## config.mk

```make
export PLATFORM = sky130hd
export DESIGN_NAME = utf8_decode_validate
export DESIGN_NICKNAME = d
export VERILOG_FILES = /design/src/hw/rtl/utf8dv_pkg.sv /design/src/hw/rtl/utf8dv_step.sv /design/src/hw/rtl/utf8_decode_validate.sv
export SDC_FILE = /design/constraint.sdc
export NUM_CORES = 1
export LEC_CHECK = 0
export ABC_CLOCK_PERIOD_IN_PS = 5100
export BUFFER_PORTS_ARGS = -buffer_cell sky130_fd_sc_hd__buf_2
export CAP_MARGIN = 10
export CORE_MARGIN = 2
export CORE_UTILIZATION = 40
export CTS_CLUSTER_DIAMETER = 50
export DETAILED_ROUTE_END_ITERATION = 12
export MAX_ROUTING_LAYER = met4
export PLACE_DENSITY = 0.63
export SLEW_MARGIN = 20
export SYNTH_ARGS = -nofsm -noshare
export SYNTH_HDL_FRONTEND = slang
export SYNTH_SLANG_ARGS = --single-unit
```

## constraint.sdc

```tcl
create_clock -name clk -period 5.1 [get_ports clk]
set_input_delay 1.02 -clock clk [delete_from_list [all_inputs] [get_ports clk]]
set_output_delay 1.02 -clock clk [all_outputs]
set_load 0.02 [all_outputs]
```

## src/hw/rtl/utf8dv_pkg.sv

```systemverilog
`timescale 1ns / 1ps
`default_nettype none
// ----------------------------------------------------------------------------
// utf8dv_pkg
// Types, constants and helpers shared by the UTF-8 decoder and validator.
// ----------------------------------------------------------------------------
package utf8dv_pkg;

  localparam logic [1:0]  CFG_MAX_BYTES       = 2'd0;
  localparam logic [1:0]  CFG_ALLOW_EMPTY     = 2'd1;
  localparam logic [1:0]  CFG_REJECT_CONTROLS = 2'd2;

  localparam logic [20:0] REPLACEMENT_CHAR = 21'h00fffd;
  localparam logic [20:0] SURROGATE_LO     = 21'h00d800;
  localparam logic [20:0] SURROGATE_HI     = 21'h00dfff;
  localparam logic [20:0] CODE_POINT_MAX   = 21'h10ffff;
  localparam logic [20:0] MIN_TWO_BYTE     = 21'h000080;
  localparam logic [20:0] MIN_THREE_BYTE   = 21'h000800;
  localparam logic [20:0] MIN_FOUR_BYTE    = 21'h010000;
  localparam logic [20:0] DEL_CHAR         = 21'h00007f;
  localparam logic [20:0] FIRST_PRINTABLE  = 21'h000020;
  localparam logic [16:0] TALLY_MAX        = 17'h1ffff;

  typedef struct packed {
    logic [20:0] code_point;
    logic [2:0]  seq_bytes;
    logic        decode_ok;
    logic        is_verdict;
    logic        string_valid;
    logic        last_result;
  } result_t;

  typedef struct packed {
    logic [2:0]  seq_total;
    logic [1:0]  bytes_remaining;
    logic [20:0] value_accum;
    logic        string_failed;
    logic [16:0] byte_tally;
    logic        terminated;
  } state_t;

  typedef struct packed {
    logic [15:0] max_string_bytes;
    logic        accept_empty;
    logic        reject_controls;
  } cfg_t;

  function automatic result_t make_result(input logic [20:0] cp, input logic [2:0] len,
                                          input logic ok, input logic verdict,
                                          input logic valid);
    result_t r;
    r.code_point   = cp;
    r.seq_bytes    = len;
    r.decode_ok    = ok;
    r.is_verdict   = verdict;
    r.string_valid = valid;
    r.last_result  = 1'b0;
    return r;
  endfunction

  function automatic logic is_control(input logic [20:0] cp);
    return (cp < FIRST_PRINTABLE) || (cp == DEL_CHAR);
  endfunction

endpackage
`default_nettype wire

```

## src/hw/rtl/utf8dv_step.sv

```systemverilog
`timescale 1ns / 1ps
`default_nettype none
// ----------------------------------------------------------------------------
// utf8dv_step
// Per-byte decode: next string state and up to three ordered results.
// ----------------------------------------------------------------------------
module utf8dv_step (
  input  utf8dv_pkg::state_t         st,
  input  utf8dv_pkg::cfg_t           cfg,
  input  logic [7:0]                 data_byte,
  input  logic                       end_of_string,
  output utf8dv_pkg::state_t         st_next,
  output utf8dv_pkg::result_t [2:0]  res,
  output logic [1:0]                 res_count
);

  utf8dv_pkg::result_t [3:0] cand;
  logic [3:0]                cand_en;
  logic [20:0]               acc_v;
  logic [1:0]                rem_dec;
  logic                      bad_seq;
  logic                      valid;
  logic [2:0]                cnt;

  assign acc_v   = {st.value_accum[14:0], data_byte[5:0]};
  assign rem_dec = st.bytes_remaining - 2'd1;
  assign bad_seq = ((st.seq_total == 3'd2) && (acc_v < utf8dv_pkg::MIN_TWO_BYTE))   ||
                   ((st.seq_total == 3'd3) && (acc_v < utf8dv_pkg::MIN_THREE_BYTE)) ||
                   ((st.seq_total == 3'd4) && (acc_v < utf8dv_pkg::MIN_FOUR_BYTE))  ||
                   ((acc_v >= utf8dv_pkg::SURROGATE_LO) &&
                    (acc_v <= utf8dv_pkg::SURROGATE_HI))                            ||
                   (acc_v > utf8dv_pkg::CODE_POINT_MAX);

  always_comb begin
    st_next = st;
    cand_en = '0;
    valid   = 1'b0;
    cand[0] = utf8dv_pkg::make_result(utf8dv_pkg::REPLACEMENT_CHAR, 3'd1, 1'b0, 1'b0, 1'b0);
    cand[1] = cand[0];
    cand[2] = cand[0];
    cand[3] = cand[0];

    if (!st.terminated) begin
      if (data_byte == 8'h00) begin
        if (st.seq_total != 3'd0) begin
          cand_en[0]            = 1'b1;
          st_next.string_failed = 1'b1;
        end
        st_next.seq_total       = '0;
        st_next.bytes_remaining = '0;
        st_next.value_accum     = '0;
        st_next.terminated      = 1'b1;
      end else begin
        if (st.byte_tally != utf8dv_pkg::TALLY_MAX) begin
          st_next.byte_tally = st.byte_tally + 17'd1;
        end
        if ((st.seq_total != 3'd0) && (data_byte[7:6] == 2'b10)) begin
          st_next.value_accum     = acc_v;
          st_next.bytes_remaining = rem_dec;
          if (rem_dec == 2'd0) begin
            st_next.seq_total   = '0;
            st_next.value_accum = '0;
            cand_en[1]          = 1'b1;
            if (bad_seq) begin
              cand[1] = utf8dv_pkg::make_result(utf8dv_pkg::REPLACEMENT_CHAR, st.seq_total,
                                                1'b0, 1'b0, 1'b0);
              st_next.string_failed = 1'b1;
            end else begin
              cand[1] = utf8dv_pkg::make_result(acc_v, st.seq_total, 1'b1, 1'b0, 1'b0);
              if (cfg.reject_controls && utf8dv_pkg::is_control(acc_v)) begin
                st_next.string_failed = 1'b1;
              end
            end
          end
        end else begin
          // close any open sequence, then take the byte as a lead
          if (st.seq_total != 3'd0) begin
            cand_en[0]            = 1'b1;
            st_next.string_failed = 1'b1;
          end
          st_next.seq_total       = '0;
          st_next.bytes_remaining = '0;
          st_next.value_accum     = '0;
          if (data_byte[7] == 1'b0) begin
            cand_en[1] = 1'b1;
            cand[1]    = utf8dv_pkg::make_result({13'd0, data_byte}, 3'd1, 1'b1, 1'b0, 1'b0);
            if (cfg.reject_controls && utf8dv_pkg::is_control({13'd0, data_byte})) begin
              st_next.string_failed = 1'b1;
            end
          end else if (data_byte inside {[8'hc2:8'hdf]}) begin
            st_next.seq_total       = 3'd2;
            st_next.bytes_remaining = 2'd1;
            st_next.value_accum     = {16'd0, data_byte[4:0]};
          end else if (data_byte inside {[8'he0:8'hef]}) begin
            st_next.seq_total       = 3'd3;
            st_next.bytes_remaining = 2'd2;
            st_next.value_accum     = {17'd0, data_byte[3:0]};
          end else if (data_byte inside {[8'hf0:8'hf4]}) begin
            st_next.seq_total       = 3'd4;
            st_next.bytes_remaining = 2'd3;
            st_next.value_accum     = {18'd0, data_byte[2:0]};
          end else begin
            cand_en[1]            = 1'b1;
            st_next.string_failed = 1'b1;
          end
        end
      end
    end

    if (end_of_string) begin
      if (st_next.seq_total != 3'd0) begin
        cand_en[2]            = 1'b1;
        st_next.string_failed = 1'b1;
      end
      valid = !st_next.string_failed &&
              (st_next.byte_tally <= {1'b0, cfg.max_string_bytes}) &&
              (cfg.accept_empty || (st_next.byte_tally != 17'd0));
      cand[3]    = utf8dv_pkg::make_result(21'd0, 3'd0, 1'b0, 1'b1, valid);
      cand_en[3] = 1'b1;
      st_next    = '0;
    end
  end

  // pack enabled results in order, mark the final one
  always_comb begin
    res = '0;
    cnt = '0;
    for (int i = 0; i < 4; i++) begin
      if (cand_en[i] && (cnt < 3'd3)) begin
        res[cnt[1:0]] = cand[i];
        cnt           = cnt + 3'd1;
      end
    end
    if (cnt != 3'd0) begin
      res[cnt[1:0] - 2'd1].last_result = 1'b1;
    end
    res_count = cnt[1:0];
  end

endmodule
`default_nettype wire

```

## src/hw/rtl/utf8_decode_validate.sv

```systemverilog
`timescale 1ns / 1ps
`default_nettype none
// ----------------------------------------------------------------------------
// utf8_decode_validate
// Streaming UTF-8 decoder with whole-string validation.
// ----------------------------------------------------------------------------
// One byte per request on the s_ side (tlast marks the final byte of a
// string). Each byte gives zero to three result requests on the m_ side:
// replacement for an abandoned sequence, the decoded code point (or U+FFFD)
// and, on a tlast byte, the verdict (tuser set). m_tlast marks the last
// result caused by a byte; a byte that gives no result gives no request.
// Decode is done in the cycle the byte is taken; results are registered. A
// byte with k results occupies the three-entry result buffer until its last
// result leaves, so a stream with one result per byte runs at one byte per
// cycle while m_tready is high, and the next byte is taken as the last
// buffered result leaves. With results buffered and m_tready low, the buffer
// holds and s_tready drops. Reset clears the string state and buffer and
// sets max_string_bytes 255, accept_empty 0, reject_controls 1. Registers
// are written through cfg_we/cfg_index/cfg_data; index 3 is ignored.
// ----------------------------------------------------------------------------
module utf8_decode_validate (
  input  logic        clk,
  input  logic        rst,
  input  logic        s_tvalid,
  output logic        s_tready,
  input  logic [7:0]  s_tdata,   // data_byte[7:0]
  input  logic        s_tlast,
  output logic        m_tvalid,
  input  logic        m_tready,
  output logic [31:0] m_tdata,   // code_point[20:0], seq_bytes[23:21], decode_ok[24],
                                 // string_valid[25], zero[31:26]
  output logic        m_tuser,   // is_verdict
  output logic        m_tlast,
  input  logic        cfg_we,
  input  logic [1:0]  cfg_index,
  input  logic [15:0] cfg_data
);

  utf8dv_pkg::cfg_t               cfg;
  utf8dv_pkg::state_t             st;
  utf8dv_pkg::state_t             st_next;
  utf8dv_pkg::result_t [2:0]      step_res;
  logic [1:0]                     step_count;
  utf8dv_pkg::result_t [2:0]      slots;
  logic [1:0]                     count;
  logic                           push;
  logic                           pop;

  always_ff @(posedge clk) begin
    if (rst) begin
      cfg.max_string_bytes <= 16'd255;
      cfg.accept_empty     <= 1'b0;
      cfg.reject_controls  <= 1'b1;
    end else if (cfg_we) begin
      case (cfg_index)
        utf8dv_pkg::CFG_MAX_BYTES:       cfg.max_string_bytes <= cfg_data;
        utf8dv_pkg::CFG_ALLOW_EMPTY:     cfg.accept_empty     <= cfg_data[0];
        utf8dv_pkg::CFG_REJECT_CONTROLS: cfg.reject_controls  <= cfg_data[0];
        default: ;
      endcase
    end
  end

  utf8dv_step u_step (
    .st            (st),
    .cfg           (cfg),
    .data_byte     (s_tdata),
    .end_of_string (s_tlast),
    .st_next       (st_next),
    .res           (step_res),
    .res_count     (step_count)
  );

  assign m_tvalid = (count != 2'd0);
  assign s_tready = (count == 2'd0) || ((count == 2'd1) && m_tready);
  assign push     = s_tvalid && s_tready;
  assign pop      = m_tvalid && m_tready;

  always_ff @(posedge clk) begin
    if (rst) begin
      st    <= '0;
      count <= '0;
    end else if (push) begin
      st    <= st_next;
      count <= step_count;
    end else if (pop) begin
      count <= count - 2'd1;
    end
  end

  always_ff @(posedge clk) begin
    if (push) begin
      slots <= step_res;
    end else if (pop) begin
      slots[0] <= slots[1];
      slots[1] <= slots[2];
    end
  end

  assign m_tdata = {6'd0, slots[0].string_valid, slots[0].decode_ok,
                    slots[0].seq_bytes, slots[0].code_point};
  assign m_tuser = slots[0].is_verdict;
  assign m_tlast = slots[0].last_result;

  a_no_result_no_request: assert property (@(posedge clk) disable iff (rst)
    push && (step_count == 2'd0) |=> !m_tvalid)
    else $error("request shown for a byte with no result");

  a_verdict_is_last: assert property (@(posedge clk) disable iff (rst)
    m_tvalid && m_tuser |-> m_tlast)
    else $error("verdict not marked as last result");

  a_seq_consistent: assert property (@(posedge clk) disable iff (rst)
    (st.seq_total == 3'd0) == (st.bytes_remaining == 2'd0))
    else $error("sequence length and remaining count disagree");

  a_terminated_closed: assert property (@(posedge clk) disable iff (rst)
    st.terminated |-> (st.seq_total == 3'd0))
    else $error("sequence open after terminator");

endmodule
`default_nettype wire

```

; Word level (Yosys, flattened, before mapping)
; Index checks and enable logic that the tools add are counted.
[op_classes]
n_addsub = 7
order_cmp = 26
eq_ne = 11
mux = 67
bitwise_logic = 3
reduce_logical = 45
[op_table]
columns = operator, count
row1 = $mux 84, 4
row2 = $bwmux 84, 3
row3 = $demux 28 s2, 4
row4 = $mux 28, 8
row5 = $mux 56, 2
row6 = $mux 26, 4
row7 = $mux 45, 2
row8 = $mux 23, 3
row9 = $mux 27, 2
row10 = $or 48x48->48, 1
row11 = $and 36x36->36, 1
row12 = $not 36->36, 1
row13 = $mux 17, 2
row14 = $ge 8x8->1 const B, 3
row15 = $le 8x8->1 const B, 3
row16 = $mux 1, 24
row17 = $logic_and 1x1->1, 22
row18 = $mux 22, 1
row19 = $eq 21x7->1 const B, 1
row20 = $ge 21x16->1 const B, 1
row21 = $gt 21x21->1 const B, 1
row22 = $le 21x16->1 const B, 1
row23 = $lt 21x12->1 const B, 1
row24 = $lt 21x17->1 const B, 1
row25 = other kinds (31), 63
[totals]
register_bits = 143
input_bits = 32
output_inout_bits = 36
word_cells = 187

; Logic depth before layout (Yosys ltp)
; Gate-level depths: netlist of the first run.
[depth]
depth_word = 27
mapped_depth = 16
mapped_depth_nobuf = 14

; By module
; From an unflattened synthesis of the first run, not the netlist that was laid out.
[hier_totals]
cells_unflattened = 952
area_unflattened_um2 = 8974.9
[by_module_without_submodules]
columns = mod, instances, cells_per_inst, area_per_inst_um2, seq_area_each_um2
row1 = utf8_decode_validate, 1, 484, 6030.8, 3823.7
row2 = utf8dv_step, 1, 468, 2944.1, 0.0

; Worst setup path before layout of the first run
; Ideal clock, no wire load.
[synth_timing]
path_kind = in2reg
from = input s_tdata[3]
to = register slots[46] (netlist bit), data pin
setup_time_ps = 266
t_arrival_ps = 4175
required_ps = 4834
slack_ps = 659
stages = 14
path_buffers = 4
cell_sequence = buf_6 -> or4_4 -> o2111ai_4 -> o2111a_1 -> inv_1 -> fa_1 -> clkbuf_1 -> o21ai_0 -> a311oi_1 -> buf_4 -> nand2_1 -> a21oi_2 -> buf_2 -> a21oi_1
[synth_between]
elab_chain_cells = 23
elab_cells_between_ends = 87
classes_between = 4 x add/sub / 21 x order compare / 41 x mux / 1 x bitwise / 20 x reduce/logical
[synth_lines]
columns = element, line
row1 = from (decl), utf8_decode_validate.sv:26  ; input logic [7:0] s_tdata,
row2 = "parallel branches: the longest is 21 deep, another holds $ge 8x8->1", n/a
row3 = $mux 84 *, utf8dv_step.sv:134  ; if (cnt != 3'd0) begin
row4 = $mux 56 *, utf8_decode_validate.sv:92  ; if (push) begin
row5 = to (signal assigned), utf8_decode_validate.sv:93  ; slots <= step_res;
row6 = to (decl), utf8_decode_validate.sv:44  ; utf8dv_pkg::result_t [2:0] slots;
; Every way passes the cells marked *. The select of a mux whose other input is x is not followed.
; A chain may end at the register's enable or synchronous reset.

; Worst setup path after layout of the first run
[layout_timing]
from = register, netlist name st[1]
to = register slots[29] (netlist bit), data pin
[layout_between]
elab_chain_cells = 13
elab_cells_between_ends = 16
classes_between = 1 x add/sub / 1 x order compare / 1 x eq/ne / 9 x mux / 4 x reduce/logical
[layout_lines]
columns = element, line
row1 = $add 17x1->17 or $ne 17x17->1 (tied branches), "utf8dv_step.sv:55, utf8dv_step.sv:54"
row2 = $mux 17, utf8dv_step.sv:54  ; if (st.byte_tally != utf8dv_pkg::TALLY_MAX) begin
row3 = $mux 17, utf8dv_step.sv:44  ; if (data_byte == 8'h00) begin
row4 = $mux 45 *, utf8dv_step.sv:43  ; if (!st.terminated) begin
row5 = $le 17x16->1 or $reduce_bool 17->1 (tied branches), "utf8dv_step.sv:116, utf8dv_step.sv:117"
row6 = $logic_and 1x1->1 or $logic_or 1x1->1 (tied branches), "utf8dv_step.sv:115, utf8dv_step.sv:117"
row7 = $logic_and 1x1->1 *, utf8dv_step.sv:116  ; (st_next.byte_tally <= {1'b0, cfg.max_string_bytes}) &&
row8 = $mux 23 *, utf8dv_step.sv:110  ; if (end_of_string) begin
row9 = $bwmux 84 *, utf8dv_step.sv:130  ; res[cnt[1:0]] = cand[i];
row10 = $mux 84 *, utf8dv_step.sv:129  ; if (cand_en[i] && (cnt < 3'd3)) begin
row11 = $bwmux 84, utf8dv_step.sv:135  ; res[cnt[1:0] - 2'd1].last_result = 1'b1;
row12 = $mux 84 *, utf8dv_step.sv:134
row13 = $mux 56 *, utf8_decode_validate.sv:92
; Mark *: on every way between the ends. The rest lies on a longest branch, timed or not. The select of a mux whose other input is x is not followed.

==> metrics.cfg, run 1 <==
[timing]
final.setup.tns_ns=0
fin_crit_sh=0.8858
whs_ns=0.4571
hold_viol=0
final.min_clock_period_ns=4.518
relSlewSlack=0.4417
fin_skew_ns=0.01175
fmax_mhz=221.3
drv_slew=0
setup_viol=0
rsz0062_at_grt=false
tightestPinTransition_ns=0.8344

[cells_and_area]
syn2layout_area_growth_pct=12.63
instances_no_fill=1021
final_common_cell=nand2_1
drive_above_1_share=0.1586
n_antenna_cell=0
fill_cells=1624
nNetsFinal=846
layout_common_cells=nand2_1, a21oi_1, nor2_1, buf_2, edfxtp_1

[global_route]
gr-total-overflow=0
grt_pass1_wl_um=26920
grt_use_total=0.1922
grt_max_degree=52
grt_antenna_before_repair=0
first_global_vias=5215

[worst_setup_path]
r2r_cells=12
path_cells=ha_1 > nand3_1 > or3_1 > o21ai_0 > nor4_1 > xor2_1 > ha_1 > a21o_1 > a2111oi_0 > o211ai_1 > a311oi_2 > a41o_1
end_kind=flip-flop
critPathLaunch=st[1]
r2r_start=st[1]
crit_family=compound AO/OA/AOI/OAI gates
cpMaxStageDelayCell=o21ai_0
cp_data_required_time_ns=5.39
path_class=reg -> reg
worstPathMaxFanout=8
crit_cells=12
path_buf_inv=0
critPathMaxStageDelay_ns=0.64
crit_path_frequent_cell=ha_1
worstPathArrival_ns=4.81
worstSetupStartpointType=flip-flop

[clock_network]
clk_latency_ns=0.42
cts.repair.resized=0
htreeDepth=4
cts_setup_buffers=0
cts.sinks=119
cts_tree=built
cts_made_buffers=17
cts-root-buf=clkbuf_16
clkTransAtPathRegs_ns=0.06
clockBufferDepth=2
cts_hold_buffers=0

[status]
status=complete, no violations

[place]
dp.cells=989
hpwl_um=11310
numPortBuffers=61
gp_congestion=0.9389

[routing]
first_pass_iters=5
routed_wirelength_um=16270
drtIter0Drc=559
route.detailed.drc=0
ant_nets=0
num_vias=5619
avgViaCountPerCell=5.503
drt-wirelength-per-cell_um=15.94

[flow_run]
cap_violations=0

[die]
num_rows=47
dieWidth_um=134.6
initial_utilization=0.4101
die_area_um2=18120
ios=68
die_height_um=134.6
design.core.area_um2=16640

[power]
p_clk_frac=0.383
p_sw_frac=0.3099
power.total_mw=3.018
p_leak_nw=2.949
seq_power_share=0.413
p_int_mw=2.083
vdd_drop_max_v=0.0002851
combPwrFrac=0.204
power_density_nw_per_um2=392.6
switchingPower_mw=0.9354

[yosys]
netlist_instances=761
synth_area_leader_cell=edfxtp_1
synth_edf_count=60
ys_seq_area_frac=0.4370
avgSynthCellArea_um2=8.969
syn_area_um2=6825
ys.flop_type=edfxtp_1
yosysWarnings=0
ys_top_cells_by_area=edfxtp_1, dfxtp_1, a21oi_1
synth_top_area_share=0.2640
synth_cell_type_count=73
async_reset_ff_frac=0
synth_seq_cells=119

[worst_hold_path]
whs_path_depth=2
min_from=cfg[14]
hold_class=reg -> reg

final timing paths:
check / end / slack [ns]
setup / recovery: slots[29] / 0.58
hold / removal: cfg[14] / 0.46
setup reg to reg: slots[29] / 0.58
hold reg to reg: cfg[14] / 0.46
routing by layer:
metal,track usage,up-vias,share of wire
li1,-,2795,-
met1,0.2653,2636,0.49
met4,0.06901,0,0.016
met5,-,-,0
met2,0.2831,163,0.45
met3,0.03491,25,0.048
area by class of cell:
type	instances	area [µm²]	share of cell area
Multi-Input combinational cell	543	3326	0.4326
Sequential cell	119	2983	0.3880
Clock buffer	17	425.4	0.05534
Timing Repair Buffer	76	417.9	0.05436
Tap cell	220	275.3	0.03581
Clock inverter	15	143.9	0.01872
Inverter	31	116.4	0.01514
synthesized netlist by cell type, drive strengths merged (4+ instances only):
master / instances
a211oi: 6
a21o: 7
a21oi: 71
a22o: 7
a22oi: 23
a31oi: 5
and2: 6
buf: 50
clkbuf: 30
dfxtp: 59
edfxtp: 60
ha: 25
inv: 29
mux2i: 5
nand2: 86
nand3: 26
nand4: 10
nor2: 66
nor2b: 5
nor3: 14
nor4: 16
o211ai: 23
o21ai: 41
or2: 4
or3: 11
or4: 4
xnor2: 16
xor2: 7
power groups by stage:
| stage | Sequential [mW] | Combinational, mW | Clock, mW |
|---|---|---|---|
| after floorplan | 1.26 | 0.510 | 0 |
| after global placement | 1.26 | 0.617 | 0 |
| after detailed placement | 1.27 | 0.617 | 0 |
| after CTS | 1.25 | 0.620 | 1.17 |
| after global routing | 1.26 | 0.684 | 1.22 |
| final | 1.25 | 0.616 | 1.16 |
tightest hold or removal path: stages, from the launching register on:
cell and delay [ns]:
dfxtp_1 0.31, nand2_1 0.05, a21oi_1 0.05
flip-flops by register name, indices dropped and copies added (netlist names):
signal,cells
m_tdata,26
m_tlast,1
m_tuser,1
count,2
st,39
cfg,18
slots,32
stage by stage:
step	cell area [µm²]	util	worst slack, ns
final	7687	0.4619	0.5822
after global routing	7687	0.4619	0.4030
after CTS	7687	0.4619	0.6573
after detailed placement	7118	0.4277	0.4339
after global placement	7112	0.4273	0.5058
after floorplan	6870	-	0.6592
cell families (layout without fill, tap and decap cells):
family | after synthesis | count (layout) | synth area share
xor gates and xnor gates | 23 | 23 | 0.02951
muxes | 7 | 7 | 0.01063
and+or+nand+nor | 262 | 262 | 0.1848
DFF | 119 | 119 | 0.4370
adders and majority gates | 26 | 26 | 0.04876
AOI/OAI and AO/OA | 212 | 212 | 0.2044
other | 1 | 13 | 0.0005494
buffers and inverters | 111 | 139 | 0.08432
(Power assumes the default switching activity.)
==> inputs of run 2 (changes only) <==
--- a/config.mk
+++ b/config.mk
@@ -6,14 +6,14 @@
 export NUM_CORES = 1
 export LEC_CHECK = 0
 export ABC_CLOCK_PERIOD_IN_PS = 5100
-export BUFFER_PORTS_ARGS = -buffer_cell sky130_fd_sc_hd__buf_2
 export CAP_MARGIN = 10
 export CORE_MARGIN = 2
 export CORE_UTILIZATION = 40
 export CTS_CLUSTER_DIAMETER = 50
 export DETAILED_ROUTE_END_ITERATION = 12
+export DONT_BUFFER_PORTS = 1
 export MAX_ROUTING_LAYER = met4
-export PLACE_DENSITY = 0.63
+export PLACE_DENSITY = 0.59
 export SLEW_MARGIN = 20
 export SYNTH_ARGS = -nofsm -noshare
 export SYNTH_HDL_FRONTEND = slang
==> run 2 against run 1 <==
- hold slack worse by 0.0035 ns
- critical path depth stayed put
- die area stayed put
- routed wire length is 7.7% higher
- sequential share of layout area is 0.92 points higher
- via count is 2.7% lower
- cell area is 2.3% lower
- sequential power is 8% higher
- combinational power is 29% lower
- highest routed layer unchanged
==> metrics.cfg, run 2 (synthesis gave the netlist of run 1 again) <==
[worst_setup_path]
path_cells=ha_1 > nand3_1 > or3_1 > o21ai_0 > nor4_1 > xor2_1 > ha_1 > a21o_1 > a2111oi_0 > o211ai_1 > a311oi_2 > a41o_1
r2r_setup_slack_ns=0.71  ; +0.13 ns
cp_data_required_time_ns=5.39  ; about the same
r2r-end=slots[29]
cpMaxStageDelayCell=a2111oi_0
end_kind=flip-flop
r2r_start=st[1]
r2r_cells=12  ; unchanged
crit_path_frequent_cell=ha_1
path_buf_inv=0  ; unchanged
worstPathMaxFanout=8  ; unchanged
critPathMaxStageDelay_ns=0.62  ; -0.02 ns
worstSetupStartpointType=flip-flop
crit_family=compound AO/OA/AOI/OAI gates
worstPathArrival_ns=4.69  ; -0.12 ns
path_class=reg -> reg

[global_route]
grt_max_degree=61  ; +17%
first_global_vias=5304  ; +1.7%
grt_pass1_wl_um=28300  ; +5.2%
grt_antenna_before_repair=0  ; unchanged
gr-total-overflow=0  ; unchanged
grt_use_total=0.2055  ; +0.01329

[clock_network]
cts-root-buf=clkbuf_16
cts_tree=built
cts_made_buffers=17  ; unchanged
clockBufferDepth=2  ; unchanged
cts_setup_buffers=0  ; unchanged
cts.sinks=119  ; unchanged
cts_hold_buffers=0  ; unchanged
htreeDepth=4  ; unchanged
clkTransAtPathRegs_ns=0.06  ; about the same
clk_latency_ns=0.43  ; about the same
cts.repair.resized=0  ; unchanged

[timing]
whs_ns=0.4536  ; -0.003461 ns
relSlewSlack=0.3219  ; -0.1198
fin_skew_ns=0.008785  ; -0.002967 ns
fin_crit_sh=0.8610  ; -0.02482
drv_slew=0  ; unchanged
rsz0062_at_grt=false
hold_viol=0  ; unchanged
final.setup.tns_ns=0  ; unchanged
fmax_mhz=227.7  ; +2.9%
setup_viol=0  ; unchanged
final.min_clock_period_ns=4.391  ; -0.1266 ns
tightestPinTransition_ns=1.017  ; +0.1827 ns

[routing]
ant_nets=0  ; unchanged
drt-wirelength-per-cell_um=18.24  ; +14%
routed_wirelength_um=17520  ; +7.7%
drtIter0Drc=497  ; -11%
route.detailed.drc=0  ; unchanged
avgViaCountPerCell=5.691  ; +3.4%
first_pass_iters=7  ; +2
num_vias=5469  ; -2.7%

[cells_and_area]
drive_above_1_share=0.09177  ; -0.06678
syn2layout_area_growth_pct=10.03
largest_reg_flops=39  ; unchanged
stdcell_area_um2=7510  ; -2.3%
nNetsFinal=786  ; -7.1%
n_antenna_cell=0  ; unchanged
largest_register=st
fill_cells=1619  ; -0.31%
final_common_cell=nand2_1
instances_no_fill=961  ; -5.9%
layout_common_cells=nand2_1, a21oi_1, nor2_1, edfxtp_1, dfxtp_1

[power]
p_int_mw=2.284  ; +9.7%
combPwrFrac=0.137  ; -0.067
power_density_nw_per_um2=426.4  ; +8.6%
vdd_drop_max_v=0.0002232  ; -22%
seq_power_share=0.422  ; +0.009
switchingPower_mw=0.9183  ; -1.8%
p_leak_nw=2.778  ; -5.8%
p_sw_frac=0.2868  ; -0.02316
p_clk_frac=0.441  ; +0.058

[worst_hold_path]
hold_class=reg -> reg
min_to=cfg[16]
whs_path_depth=2  ; unchanged
min_from=cfg[16]

[die]
design.core.area_um2=16640  ; unchanged
die_height_um=134.6  ; unchanged
dieWidth_um=134.6  ; unchanged
die_area_um2=18120  ; unchanged
initial_utilization=0.4101  ; unchanged
num_rows=47  ; unchanged
ios=68  ; unchanged

[place]
dp.cells=929  ; -6.1%
gp_congestion=0.8734  ; -7.0%
numPortBuffers=0  ; -100%
hpwl_um=12320  ; +8.9%
post_dp_cell_area_um2=6814  ; -4.3%

[status]
status=complete, no violations

[flow_run]
cap_violations=0  ; unchanged

-- run 2: final cells by class --
type,count,area [µm²],area share
clock buffer,17,425.4,0.05665
tap,220,275.3,0.03665
clock inverter,15,264.0,0.03515
multi-input combinational,543,3326,0.4429
sequential,119,2983,0.3972
timing repair buffer,16,120.1,0.01599
inverter,31,116.4,0.01549
-- run 2: power groups by stage --
stage | Clock (mW) | Combinational [mW] | Sequential (mW)
after floorplan | 0 | 0.510 | 1.26
after global placement | 0 | 0.429 | 1.37
after detailed placement | 0 | 0.440 | 1.38
after CTS | 1.43 | 0.443 | 1.36
after global routing | 1.47 | 0.494 | 1.37
final | 1.41 | 0.439 | 1.35
-- run 2: metal layers --
layer  track usage  part of all wire  routed length, µm  up-vias
met5             -                 0                  0        -
met4       0.08889             0.030                532        0
met3       0.04017             0.043                756       34
met2        0.3345              0.49               8544      143
met1        0.2489              0.44               7692     2623
li1              -                 -                  -     2669
-- run 2: worst max path at each step --
stage | startpoint | end | slack, ns | cells past startpoint
6_report | st[1] | slots[29] | 0.71 | 12
3_3_place_gp | s_tdata[7] | m_tdata[25] | 0.47 | 12
4_1_cts | st[1] | slots[29] | 0.71 | 12
2_1_floorplan | s_tdata[3] | slots[46] | 0.66 | 14
3_5_place_dp | s_tdata[1] | m_tdata[14] | 0.39 | 11
5_1_grt | st[41] | m_tdata[15] | 0.36 | 13
-- run 2: stage by stage --
step                        util  setup slack [ns]  total power [mW]
after floorplan                -            0.6592             1.773
after global placement    0.4094            0.4720             1.802
after detailed placement  0.4094            0.3875             1.817
after CTS                 0.4509            0.7103             3.230
after global routing      0.4512            0.3635             3.332
final                     0.4512            0.7088             3.202
-- run 2: worst min-delay path, delay by kind of cell, from the launching register on --
family	cells	cell delay, ns
AND/OR/NAND/NOR	1	0.05
AO/OA/AOI/OAI	1	0.05
flip-flops	1	0.31
